==> src/kac_pkg.sv <==
// ----------------------------------------------------------------------------
// kac_pkg: shared types, constants and helpers for the anomaly converter
// Fixed-point widths, CORDIC arctangent table, angle wrap and command struct.
// ----------------------------------------------------------------------------
package kac_pkg;

	localparam int ANGLE_W  = 32;  // signed Q3.29 radians
	localparam int ECC_W    = 31;  // unsigned Q.31 eccentricity
	localparam int CORDIC_W = 36;  // CORDIC x / y datapath
	localparam int CZ_W     = 35;  // CORDIC angle accumulator
	localparam int WRAP_W   = 36;  // width of values handed to the wrap
	localparam int STEPS    = 30;  // CORDIC micro-rotations
	localparam int ITER_W   = 7;
	localparam int TOL_W    = 21;
	localparam int DVD_W    = 63;  // |f| * 2^30
	localparam int DVS_W    = 33;  // Newton derivative, Q.30

	localparam logic signed [WRAP_W-1:0] PI_Q29      = 36'sd1686629713;
	localparam logic signed [WRAP_W-1:0] HALF_PI_Q29 = 36'sd843314857;
	localparam logic signed [WRAP_W-1:0] TWO_PI_Q29  = 36'sd3373259426;
	localparam logic signed [CORDIC_W-1:0] CORDIC_GAIN = 36'sd652032874;

	typedef struct packed {
		logic start;
		logic vector;  // 1: vectoring (atan2), 0: rotation (sin / cos)
	} cordic_cmd_t;

	// Fold a value within [-3*pi, 3*pi] into [-pi, pi].
	function automatic logic signed [ANGLE_W-1:0] wrap_angle(input logic signed [WRAP_W-1:0] a);
		logic signed [WRAP_W-1:0] r;
		r = a;
		if (a > PI_Q29) begin
			r = a - TWO_PI_Q29;
		end else if (a < -PI_Q29) begin
			r = a + TWO_PI_Q29;
		end
		return r[ANGLE_W-1:0];
	endfunction

	function automatic logic signed [CZ_W-1:0] atan_q29(input logic [4:0] i);
		logic signed [CZ_W-1:0] r;
		case (i)
			5'd0: r = 35'sd421657428;
			5'd1: r = 35'sd248918915;
			5'd2: r = 35'sd131521918;
			5'd3: r = 35'sd66762579;
			5'd4: r = 35'sd33510843;
			5'd5: r = 35'sd16771758;
			5'd6: r = 35'sd8387925;
			5'd7: r = 35'sd4194219;
			5'd8: r = 35'sd2097141;
			5'd9: r = 35'sd1048575;
			default: r = 35'sd1 <<< (5'd29 - i);
		endcase
		return r;
	endfunction

endpackage

==> src/kac_div.sv <==
// ----------------------------------------------------------------------------
// kac_div: restoring unsigned divider
// One quotient bit per cycle, most significant first.
// ----------------------------------------------------------------------------
module kac_div import kac_pkg::*; (
	input  logic             clk,
	input  logic             arst_n,
	input  logic             start,
	input  logic [DVD_W-1:0] dividend,
	input  logic [DVS_W-1:0] divisor,
	output logic             done,
	output logic [DVD_W-1:0] quotient
);

	logic             busy_q, done_q, ge;
	logic [5:0]       cnt_q;
	logic [DVD_W-1:0] dq_q;
	logic [DVS_W-1:0] rem_q, dvs_q;
	logic [DVS_W:0]   rem_sh, rem_d;

	assign rem_sh = {rem_q, dq_q[DVD_W-1]};
	assign ge     = rem_sh >= {1'b0, dvs_q};
	assign rem_d  = ge ? rem_sh - {1'b0, dvs_q} : rem_sh;

	always_ff @(posedge clk or negedge arst_n) begin
		if (!arst_n) begin
			busy_q <= 1'b0;
			done_q <= 1'b0;
		end else begin
			done_q <= 1'b0;
			if (start) begin
				busy_q <= 1'b1;
			end else if (busy_q && cnt_q == 6'(DVD_W - 1)) begin
				busy_q <= 1'b0;
				done_q <= 1'b1;
			end
		end
	end

	always_ff @(posedge clk) begin
		if (start) begin
			cnt_q <= '0;
			dq_q  <= dividend;
			rem_q <= '0;
			dvs_q <= divisor;
		end else if (busy_q) begin
			cnt_q <= cnt_q + 6'd1;
			rem_q <= rem_d[DVS_W-1:0];
			dq_q  <= {dq_q[DVD_W-2:0], ge};
		end
	end

	assign done     = done_q;
	assign quotient = dq_q;

endmodule

==> config.mk <==
export PLATFORM = sky130hd
export DESIGN_NAME = kac_div
export DESIGN_NICKNAME = d
export VERILOG_FILES = /design/src/kac_pkg.sv /design/src/kac_div.sv
export SDC_FILE = /design/constraint.sdc
export NUM_CORES = 1
export LEC_CHECK = 0
export BUFFER_PORTS_ARGS = -buffer_cell sky130_fd_sc_hd__buf_2
export CORE_MARGIN = 2
export CORE_UTILIZATION = 48
export DETAILED_ROUTE_END_ITERATION = 8
export PLACE_DENSITY = 0.72
export SKIP_LAST_GASP = 1
export SLEW_MARGIN = 20
export SYNTH_ARGS = -nofsm -noshare
export SYNTH_HDL_FRONTEND = slang
export SYNTH_SLANG_ARGS = --single-unit
==> constraint.sdc <==
create_clock -name clk -period 6.26 [get_ports clk]
set_clock_uncertainty 0.1 [all_clocks]
set_input_delay 0.313 -clock clk [delete_from_list [all_inputs] [get_ports clk]]
set_output_delay 0.313 -clock clk [all_outputs]
set_load 0.02 [all_outputs]
==> impl_metrics.py <==
metrics = {
    "synthesis": {
        "synth_compound_area_frac": 0.143,
        "synth.distinct_cells": 62,
        "synth_warnings": 0,
        "async_flop_share": 0.0146,
        "synthFlopType": "edfxtp_1",
        "synth_top_family_by_area": "compound AO/OA/AOI/OAI gates",
        "synth_xor_area_frac": 0.0353,
        "synthSimpleGateAreaFrac": 0.0949,
        "synth_seq_area_share": 0.499,
        "syn_area_um2": 7440,
        "syn_nets": 793,
        "synth-seq-cells": 137,
        "syn_inst": 658,
        "synth_area_per_cell_um2": 11.3,
        "synth-adder-area-share": 0.0616,
        "synthMuxAreaShare": 0.126,
        "synth-edff-count": 96,
    },
    "grt": {
        "grt_max_degree": 79,
        "grt_pass1_wl_mm": 27.6,
        "overflow": 0,
        "antenna_found_initial": 0,
        "grt_pass1_vias": 5880,
        "grt_util_all_layers": 0.211,
    },
    "place": {
        "gp_congestion": 0.892,
        "dp_cells": 980,
        "place_area_um2": 8380,
        "dp.final_hpwl_mm": 11.8,
        "io_buffers": 162,
    },
    "sta": {
        "finalSetupTns_ns": 0,
        "slew_headroom": 0.347,
        "finalHoldViolCount": 0,
        "slew_violations": 0,
        "timing.hold.ws_ns": 0.0817,
        "setup_viol": 0,
        "tightest_slew_ns": 0.976,
        "fmax_ghz": 0.247,
        "fin_crit_ns": 4.04,
        "rsz0062_at_grt": "no",
        "post-route-period-util": 0.645,
    },
    "cts": {
        "htree_levels": 4,
        "cts_tree": "yes",
        "cts-buffers-inserted": 17,
        "post_cts_resized": 0,
        "clk_path_buf_depth": 2,
        "clockRootBuffer": "clkbuf_16",
        "path_clk_slew_ns": 0.07,
        "clk_latency_ns": 0.43,
        "numClockSinks": 137,
    },
    "die": {
        "core_um2": 15100,
        "initial_core_util": 0.491,
        "fp-row-count": 45,
        "die-area_um2": 16500,
        "die_y_um": 128,
        "io_pins": 163,
        "die-width_um": 128,
    },
    "drt": {
        "antenna_left": 0,
        "viasPerCell": 5.52,
        "drt_wl_total_mm": 16.9,
        "drtIter0Drc": 323,
        "vias": 5772,
        "firstDrtPassIters": 4,
        "wl_per_cell_um": 16.2,
        "drc": 0,
    },
    "power_and_ir_drop": {
        "pwr-share-clk": 0.416,
        "p_seq_frac": 0.449,
        "leakagePower_nw": 4.00,
        "power.internal_mw": 1.76,
        "swShare": 0.268,
        "pwr_density_cell_nw_per_um2": 257,
        "comb_power_share": 0.135,
        "p_sw_mw": 0.641,
        "vdd_drop_max_uv": 209,
    },
    "cells_and_area": {
        "antennaDiodeCount": 0,
        "drive_above_1_share": 0.326,
        "final_area_um2": 9310,
        "nFillCells": 1209,
        "finalNonFillerCells": 1046,
        "area_growth_pct": 25.1,
        "nNetsFinal": 980,
    },
    "setup_path": {
        "critPathKind": "register to register",
        "startpoint_type": "register",
        "worstPathRequired_ns": 6.48,
        "cp-end-kind": "register",
        "worstPathArrival_ns": 4.27,
        "crit_fanout": 36,
    },
    "job": {
        "cap_violations": 0,
    },
    "min_path": {
        "hold_class": "input pin to register",
    },
    "outcome": {
        "status": "finished, final reports clean",
    },
}
[registers in the layout (all words and copies together) (netlist names)]
name / flops
busy_q: 1
dvs_q: 33
done: 1
cnt_q: 6
quotient: 63
rem_q: 33
[placed cells by master (no fill, tap or decap), drive strengths merged, types with 3 or more instances in the layout]
master       netlist  routed
nand3             16      16
nor2b              7       7
mux2i             21      21
mux2              64      64
edfxtp            96      96
nor2              52      52
and3               5       5
ha                35      35
dfxtp             39      39
nand4             10      10
o21ai             24      24
xnor2             20      20
a21o              17      17
a211oi            22      22
a21oi             39      39
nand2             29      29
dlygate4sd3        0      34
inv               44      53
buf                6     166
nand2b             5       5
a311oi             8       8
xor2              10      10
or3                6       6
nor3               5       5
o21a               3       3
and4               3       3
clkbuf            26      18
o21bai             7       7
o211ai             7       7
[stage by stage]
| stage | total power [mW] | utilization | setup slack [ns] |
|---|---|---|---|
| global route | 2.48 | 0.615 | 1.81 |
| floorplan | 1.29 | - | 3.01 |
| CTS | 2.42 | 0.615 | 2.25 |
| global placement | 1.39 | 0.554 | 2.42 |
| detailed placement | 1.40 | 0.554 | 2.29 |
| finish | 2.40 | 0.615 | 2.22 |
[Yosys cell counts, drive strengths merged, types with 6 or more instances]
cell type  instances  area, um^2
or3                6        37.5
xnor2             20         175
mux2i             21         210
a21o              17         128
edfxtp            96        2880
o211ai             7        52.6
nand3             16        80.1
a211oi            22         178
a311oi             8        70.1
nand2             29         111
mux2              64         724
nor2              52         195
o21bai             7        52.6
inv               44         165
xor2              10        87.6
o21ai             24         128
buf                6        37.5
nand4             10        62.6
ha                35         438
clkbuf            26        97.6
a21oi             39         203
dfxtp             39         781
nor2b              7        43.8
[cell type report]
type	count	area [um^2]	area share
clock buffer	18	429	0.0461
tap	188	235	0.0253
multi-input combinational	445	3430	0.368
sequential	137	3710	0.399
inverter	44	165	0.0177
timing repair buffer	200	1180	0.127
clock inverter	14	154	0.0165
[cell families after synthesis]
| group | Yosys count |
|---|---|
| AO/OA/AOI/OAI | 149 |
| XOR/XNOR | 30 |
| adder cells (fa/ha/maj) | 36 |
| buffers and inverters | 76 |
| flip-flops | 137 |
| multiplexers | 85 |
| AND/OR/NAND/NOR | 145 |
[metal layers]
| metal | GRT usage | share of wire |
|---|---|---|
| met3 | 0.0607 | 0.056 |
| met1 | 0.256 | 0.44 |
| met5 | 0 | 0 |
| met4 | 0.0863 | 0.024 |
| met2 | 0.355 | 0.48 |
[timing repair]
action                                 in CTS  in global routing
hold buffers                               34                  0
buffers inserted                            0                  0
endpoints found under the hold margin      35                  0
[power groups by stage]
stage | Clock [mW] | Combinational (mW) | Sequential (mW)
after floorplan | 0 | 0.142 | 1.15
after global placement | 0 | 0.301 | 1.09
after detailed placement | 0 | 0.308 | 1.09
after CTS | 1.02 | 0.325 | 1.08
after global routing | 1.04 | 0.350 | 1.08
final | 0.996 | 0.323 | 1.08
[worst max-delay path, stage by stage, from the launching register on]
cell and delay (ns):
edfxtp_1 0.40, inv_1 0.07, ha_1 0.17, inv_1 0.06
fa_1 0.41, a21o_1 0.23, a21oi_1 0.21, a21oi_1 0.12
o211ai_1 0.28, a21oi_1 0.16, o21ai_2 0.33, nand2_2 0.62
and3_4 0.45, a2111oi_2 0.31
[worst paths after layout]
check                                  startpoint                     end  slack [ns]  cells after the start
min in group asynchronous                  arst_n      busy_q$_DFFE_PN0P_        0.09                      2
max in group asynchronous                  arst_n      busy_q$_DFFE_PN0P_        5.87                      2
min                                  dividend[43]  quotient[43]$_DFFE_PP_        0.08                      2
max                        quotient[62]$_DFFE_PP_  rem_q[31]$_SDFFE_PP0P_        2.22                     13
min reg2reg                 rem_q[2]$_SDFFE_PP0P_   rem_q[2]$_SDFFE_PP0P_        0.39                      2
max reg2reg                quotient[62]$_DFFE_PP_  rem_q[31]$_SDFFE_PP0P_        2.22                     13
Note: power is estimated with default switching activity, not from simulation.
