### src/kac_pkg.sv
// ----------------------------------------------------------------------------
// kac_pkg: shared types, constants and helpers for the anomaly converter
// Fixed-point widths, CORDIC arctangent table, angle wrap and command struct.
// ----------------------------------------------------------------------------
package kac_pkg;

	localparam int ANGLE_W  = 32;  // signed Q3.29 radians
	localparam int ECC_W    = 31;  // unsigned Q.31 eccentricity
	localparam int CORDIC_W = 36;  // CORDIC x / y datapath
	localparam int CZ_W     = 35;  // CORDIC angle accumulator
	localparam int WRAP_W   = 36;  // width of values handed to the wrap
	localparam int STEPS    = 30;  // CORDIC micro-rotations
	localparam int ITER_W   = 7;
	localparam int TOL_W    = 21;
	localparam int DVD_W    = 63;  // |f| * 2^30
	localparam int DVS_W    = 33;  // Newton derivative, Q.30

	localparam logic signed [WRAP_W-1:0] PI_Q29      = 36'sd1686629713;
	localparam logic signed [WRAP_W-1:0] HALF_PI_Q29 = 36'sd843314857;
	localparam logic signed [WRAP_W-1:0] TWO_PI_Q29  = 36'sd3373259426;
	localparam logic signed [CORDIC_W-1:0] CORDIC_GAIN = 36'sd652032874;

	typedef struct packed {
		logic start;
		logic vector;  // 1: vectoring (atan2), 0: rotation (sin / cos)
	} cordic_cmd_t;

	// Fold a value within [-3*pi, 3*pi] into [-pi, pi].
	function automatic logic signed [ANGLE_W-1:0] wrap_angle(input logic signed [WRAP_W-1:0] a);
		logic signed [WRAP_W-1:0] r;
		r = a;
		if (a > PI_Q29) begin
			r = a - TWO_PI_Q29;
		end else if (a < -PI_Q29) begin
			r = a + TWO_PI_Q29;
		end
		return r[ANGLE_W-1:0];
	endfunction

	function automatic logic signed [CZ_W-1:0] atan_q29(input logic [4:0] i);
		logic signed [CZ_W-1:0] r;
		case (i)
			5'd0: r = 35'sd421657428;
			5'd1: r = 35'sd248918915;
			5'd2: r = 35'sd131521918;
			5'd3: r = 35'sd66762579;
			5'd4: r = 35'sd33510843;
			5'd5: r = 35'sd16771758;
			5'd6: r = 35'sd8387925;
			5'd7: r = 35'sd4194219;
			5'd8: r = 35'sd2097141;
			5'd9: r = 35'sd1048575;
			default: r = 35'sd1 <<< (5'd29 - i);
		endcase
		return r;
	endfunction

endpackage

### src/kac_cordic.sv
// ----------------------------------------------------------------------------
// kac_cordic: shared iterative CORDIC
// One micro-rotation per cycle; rotation mode gives sine / cosine, vectoring
// mode gives the wrapped atan2 angle.
// ----------------------------------------------------------------------------
module kac_cordic import kac_pkg::*; (
	input  logic                       clk,
	input  logic                       arst_n,
	input  cordic_cmd_t                cmd,
	input  logic signed [CORDIC_W-1:0] x_in,
	input  logic signed [CORDIC_W-1:0] y_in,
	input  logic signed [ANGLE_W-1:0]  z_in,
	output logic                       done,
	output logic signed [CORDIC_W-1:0] sin_out,
	output logic signed [CORDIC_W-1:0] cos_out,
	output logic signed [ANGLE_W-1:0]  angle_out
);

	logic signed [CORDIC_W-1:0] x_q, y_q, xs, ys;
	logic signed [CZ_W-1:0]     z_q, at;
	logic [4:0]                 step_q;
	logic                       busy_q, done_q, vec_q, flip_q, zero_q, rot_dir;
	logic signed [WRAP_W-1:0]   z_ext, z_acc;

	assign xs      = x_q >>> step_q;
	assign ys      = y_q >>> step_q;
	assign at      = atan_q29(step_q);
	assign rot_dir = vec_q ? y_q[CORDIC_W-1] : !z_q[CZ_W-1];
	assign z_ext   = {{(WRAP_W-ANGLE_W){z_in[ANGLE_W-1]}}, z_in};
	assign z_acc   = {{(WRAP_W-CZ_W){z_q[CZ_W-1]}}, z_q};

	always_ff @(posedge clk or negedge arst_n) begin
		if (!arst_n) begin
			busy_q <= 1'b0;
			done_q <= 1'b0;
		end else begin
			done_q <= 1'b0;
			if (cmd.start) begin
				busy_q <= 1'b1;
			end else if (busy_q && step_q == 5'(STEPS - 1)) begin
				busy_q <= 1'b0;
				done_q <= 1'b1;
			end
		end
	end

	always_ff @(posedge clk) begin
		if (cmd.start) begin
			step_q <= '0;
			vec_q  <= cmd.vector;
			flip_q <= 1'b0;
			zero_q <= (x_in == '0) && (y_in == '0);
			if (cmd.vector) begin
				// pre-rotate the left half plane by a quarter turn
				if (x_in < 0) begin
					if (y_in >= 0) begin
						x_q <= y_in;
						y_q <= -x_in;
						z_q <= HALF_PI_Q29[CZ_W-1:0];
					end else begin
						x_q <= -y_in;
						y_q <= x_in;
						z_q <= -HALF_PI_Q29[CZ_W-1:0];
					end
				end else begin
					x_q <= x_in;
					y_q <= y_in;
					z_q <= '0;
				end
			end else begin
				x_q <= CORDIC_GAIN;
				y_q <= '0;
				// fold into [-pi/2, pi/2] and flip the signs afterwards
				if (z_ext > HALF_PI_Q29) begin
					z_q    <= CZ_W'(z_ext - PI_Q29);
					flip_q <= 1'b1;
				end else if (z_ext < -HALF_PI_Q29) begin
					z_q    <= CZ_W'(z_ext + PI_Q29);
					flip_q <= 1'b1;
				end else begin
					z_q <= CZ_W'(z_ext);
				end
			end
		end else if (busy_q) begin
			step_q <= step_q + 5'd1;
			if (rot_dir) begin
				x_q <= x_q - ys;
				y_q <= y_q + xs;
				z_q <= z_q - at;
			end else begin
				x_q <= x_q + ys;
				y_q <= y_q - xs;
				z_q <= z_q + at;
			end
		end
	end

	assign done      = done_q;
	assign sin_out   = flip_q ? -y_q : y_q;
	assign cos_out   = flip_q ? -x_q : x_q;
	assign angle_out = zero_q ? '0 : wrap_angle(z_acc);

endmodule

### config.mk
export PLATFORM = sky130hd
export DESIGN_NAME = kac_cordic
export DESIGN_NICKNAME = d
export VERILOG_FILES = /design/src/kac_pkg.sv /design/src/kac_cordic.sv
export SDC_FILE = /design/constraint.sdc
export NUM_CORES = 1
export LEC_CHECK = 0
export BUFFER_PORTS_ARGS = -buffer_cell sky130_fd_sc_hd__buf_2
export CAP_MARGIN = 20
export CORE_AREA = 2 2 217 219
export DETAILED_ROUTE_END_ITERATION = 7
export DIE_AREA = 0 0 219 221
export PLACE_DENSITY_LB_ADDON = 0.08
export SETUP_SLACK_MARGIN = 0.1
export SLEW_MARGIN = 15
export SYNTH_ARGS = -nofsm -noshare
export SYNTH_HDL_FRONTEND = slang
export SYNTH_SLANG_ARGS = --single-unit
### constraint.sdc
create_clock -name clk -period 7.8 [get_ports clk]
set_clock_uncertainty 0.1 [all_clocks]
set_input_delay 1.56 -clock clk [delete_from_list [all_inputs] [get_ports clk]]
set_output_delay 1.56 -clock clk [all_outputs]
set_load 0.005 [all_outputs]
==> impl_results.md <==
* Post-synthesis sequential area ratio at 0.1372
* Post-route cell area at 27070 um^2
* Number of H-tree levels at 4
* Worst skew pair latency at 0.48 ns
* Crit start category: flop
* Cts repair resizes at 0
* Share of layout cells above drive strength 1 at 0.1546
* RSZ-0062 raised after global routing: false
* Worst hold stages at 2
* Leakage Power at 10.61 nW
* Ys async rst share at 0.01709
* Worst flop-to-flop path endpoint: x_q[34]$_DFFE_PP_
* Worst-path clk slew at 0.07 ns
* Num CTS Buffers at 17
* Die Ht at 221 um
* Drt pass-1 iters at 7
* Minimum clock period at 7.356 ns
* Reg-to-Reg Start: step_q[2]$_SDFFE_PP0P_
* Iter 0 DRT Violations at 3975
* Final hold slack at 0.5702 ns
* Initial Util at 0.5466
* Post-Syn Instances at 3253
* Hold crit path type: reg -> reg
* Overflow after GRT at 0
* Clock sink count at 117
* Std-Cell Rows at 79
* Crit Path Category: reg -> reg
* Number of global-route vias before repair at 25105
* EDFF count, synth at 110
* Largest net degree at the start of global routing at 99
* Relative slew slack at 0.2015
* Placed Area at 26460 um^2
* Fin cells at 3914
* Worst-Margin Slew at 1.195 ns
* Reg2Reg Setup Slack at 0.44 ns
* Synth warnings at 0
* Synth Register Bits at 117
* Fin nets at 3527
* Routed len/inst at 27.14 um
* First-pass GRT wire length at 156.9 mm
* Hold path endpoint: done$_DFF_PN0_
* Setup TNS at 0 ns
* Clock tree from TritonCTS: done
* Global Route Usage Sum at 0.4237
* Fmax at 135.9 MHz
* Placed cell count at 3880
* Hold path start: busy_q$_DFFE_PN0P_
* CP Max Fanout at 67
* Most frequent cells in the layout: nor2_1, nand2_1, a21oi_1
* Total of max-cap violations at 0
* Mean Syn Cell Area at 7.740 um^2
* IO Count at 213
* Setup violators final at 0
* Via count at 28092
* Antenna violations before repair at 3
* Synthesized Nets at 3488
* Maximum buffer depth of the clock tree at 2
* Setup crit end kind: flop
* ANT nets after route at 0
* Core area at 46060 um^2
* Number of remaining DRC errors at 0
* Post-Syn Area at 25180 um^2
* Endpoints failing hold at 0
* Top FF cell, synth: edfxtp_1
* Wirelength, routed at 106.2 mm
* Most common cell after layout, fill and taps aside: nor2_1
* Final worst-path cycle share at 0.9430
* Mean number of vias per cell at 7.177
* Clk root buf: clkbuf_16
* Die width at 219 um
* Final Max Tran Viols at 0
* Layout area overhead at 7.504%
* R2R depth at 22
* Post-CTS Setup Inserts at 0
* Synth cell types at 106
* Dpl hpwl at 82.22 mm
* Fin util at 0.5876
* Outcome: finished clean
* PD cells at 562.5 nW/um^2
* Gpl congestion at 1.056
* Port Buf Inserts at 212
* Worst EP arrival at 7.49 ns
* CTS Hold Bufs at 0
* Required time of the worst setup path at 7.93 ns
* Maximum VDD drop at 0.2520 mV
* Die area at 48400 um^2
## cell usage after synthesis, types with 74 or more instances
master,count,area (um^2)
ha_1,124,1551
nand2_1,260,975.9
o21ai_0,227,1136
nor2_1,262,983.4
xnor2_1,227,1988
inv_1,97,364.1
a21oi_1,231,1156
mux4_2,89,2004
edfxtp_1,110,3303
a21o_1,74,555.5
clkbuf_1,179,671.9
xor2_1,140,1226
## logic make-up (layout without fill, tap and decap cells)
group | after synthesis | in the layout | share of synthesized area
flops | 117 | 117 | 0.1372
mux | 200 | 200 | 0.1266
other cells | 0 | 2 | 0
compound gates | 1090 | 1090 | 0.2883
xor+xnor | 368 | 368 | 0.1283
fa+ha+maj | 127 | 127 | 0.06401
buf+inv | 361 | 413 | 0.06038
simple gates | 990 | 990 | 0.1952
## critical path, cell delays in order, from the launching register on
cell and delay (ns):
dfxtp_4 0.78, buf_12 0.38, nor2b_1 0.99, a22o_1 0.29, a311o_1 0.24, o21ai_1 0.16, ha_1 0.31, and3_1 0.17
and4_1 0.26, and4_1 0.24, nor2_1 0.14, xor2_1 0.13, ha_1 0.42, nand3_1 0.17, nor2_1 0.27, inv_1 0.07
o221ai_1 0.18, a211oi_1 0.12, o21ai_0 0.46, a31oi_1 0.24, o21ai_0 0.46, nor3_1 0.11, a2111o_1 0.39
## state kept, by name, summed over array words and instances, names as in the netlist
name and flops:
busy_q 1, done 1, flip_q 1, step_q 5
vec_q 1, x_q 36, y_q 36, z_q 35
zero_q 1
## report_power, final
group	leakage (nW)	switching, mW	total [mW]	internal (mW)
logic	9.08	6.79	11.9	5.13
clock network	0.283	0.365	0.842	0.477
registers	1.25	1.24	2.46	1.22
total	10.6	8.40	15.2	6.83
## through the flow
step / power, mW / worst slack (ns)
floorplan: 10.46 / 1.444
global placement: 13.57 / 0.6849
detailed placement: 13.74 / 0.6381
CTS: 14.71 / 0.5974
global route: 16.15 / 0.2216
finish: 15.22 / 0.4443
## how the worst max path moves through the flow
stage,slack [ns],end,startpoint
global placement,0.68,x_q[34]$_DFFE_PP_,step_q[1]$_SDFFE_PP0P_
finish,0.44,x_q[34]$_DFFE_PP_,step_q[2]$_SDFFE_PP0P_
floorplan,1.44,z_q[23]$_DFFE_PP_,step_q[0]$_SDFFE_PP0P_
CTS,0.60,x_q[34]$_DFFE_PP_,step_q[1]$_SDFFE_PP0P_
global route,0.22,x_q[34]$_DFFE_PP_,step_q[1]$_SDFFE_PP0P_
detailed placement,0.64,x_q[34]$_DFFE_PP_,step_q[1]$_SDFFE_PP0P_
## routing by layer
metal	global-route usage	wire (um)	share of wire
met1	0.6156	44090	0.41
met3	0.1332	15560	0.15
met5	0	69	0.00065
met2	0.5773	42180	0.40
met4	0.1633	4350	0.041
## cell type report
type                    instances  area, um^2
multi-input cells            2775       20250
fillers                      4279       19000
flip-flops and latches        117        3467
repair buffers                281        1609
well taps                     607       759.5
clock buffers                  17       425.4
inverters                     100       377.9
clock inverters                15       172.7
diodes                          2       5.005
Power figures use the tool's default switching activity.
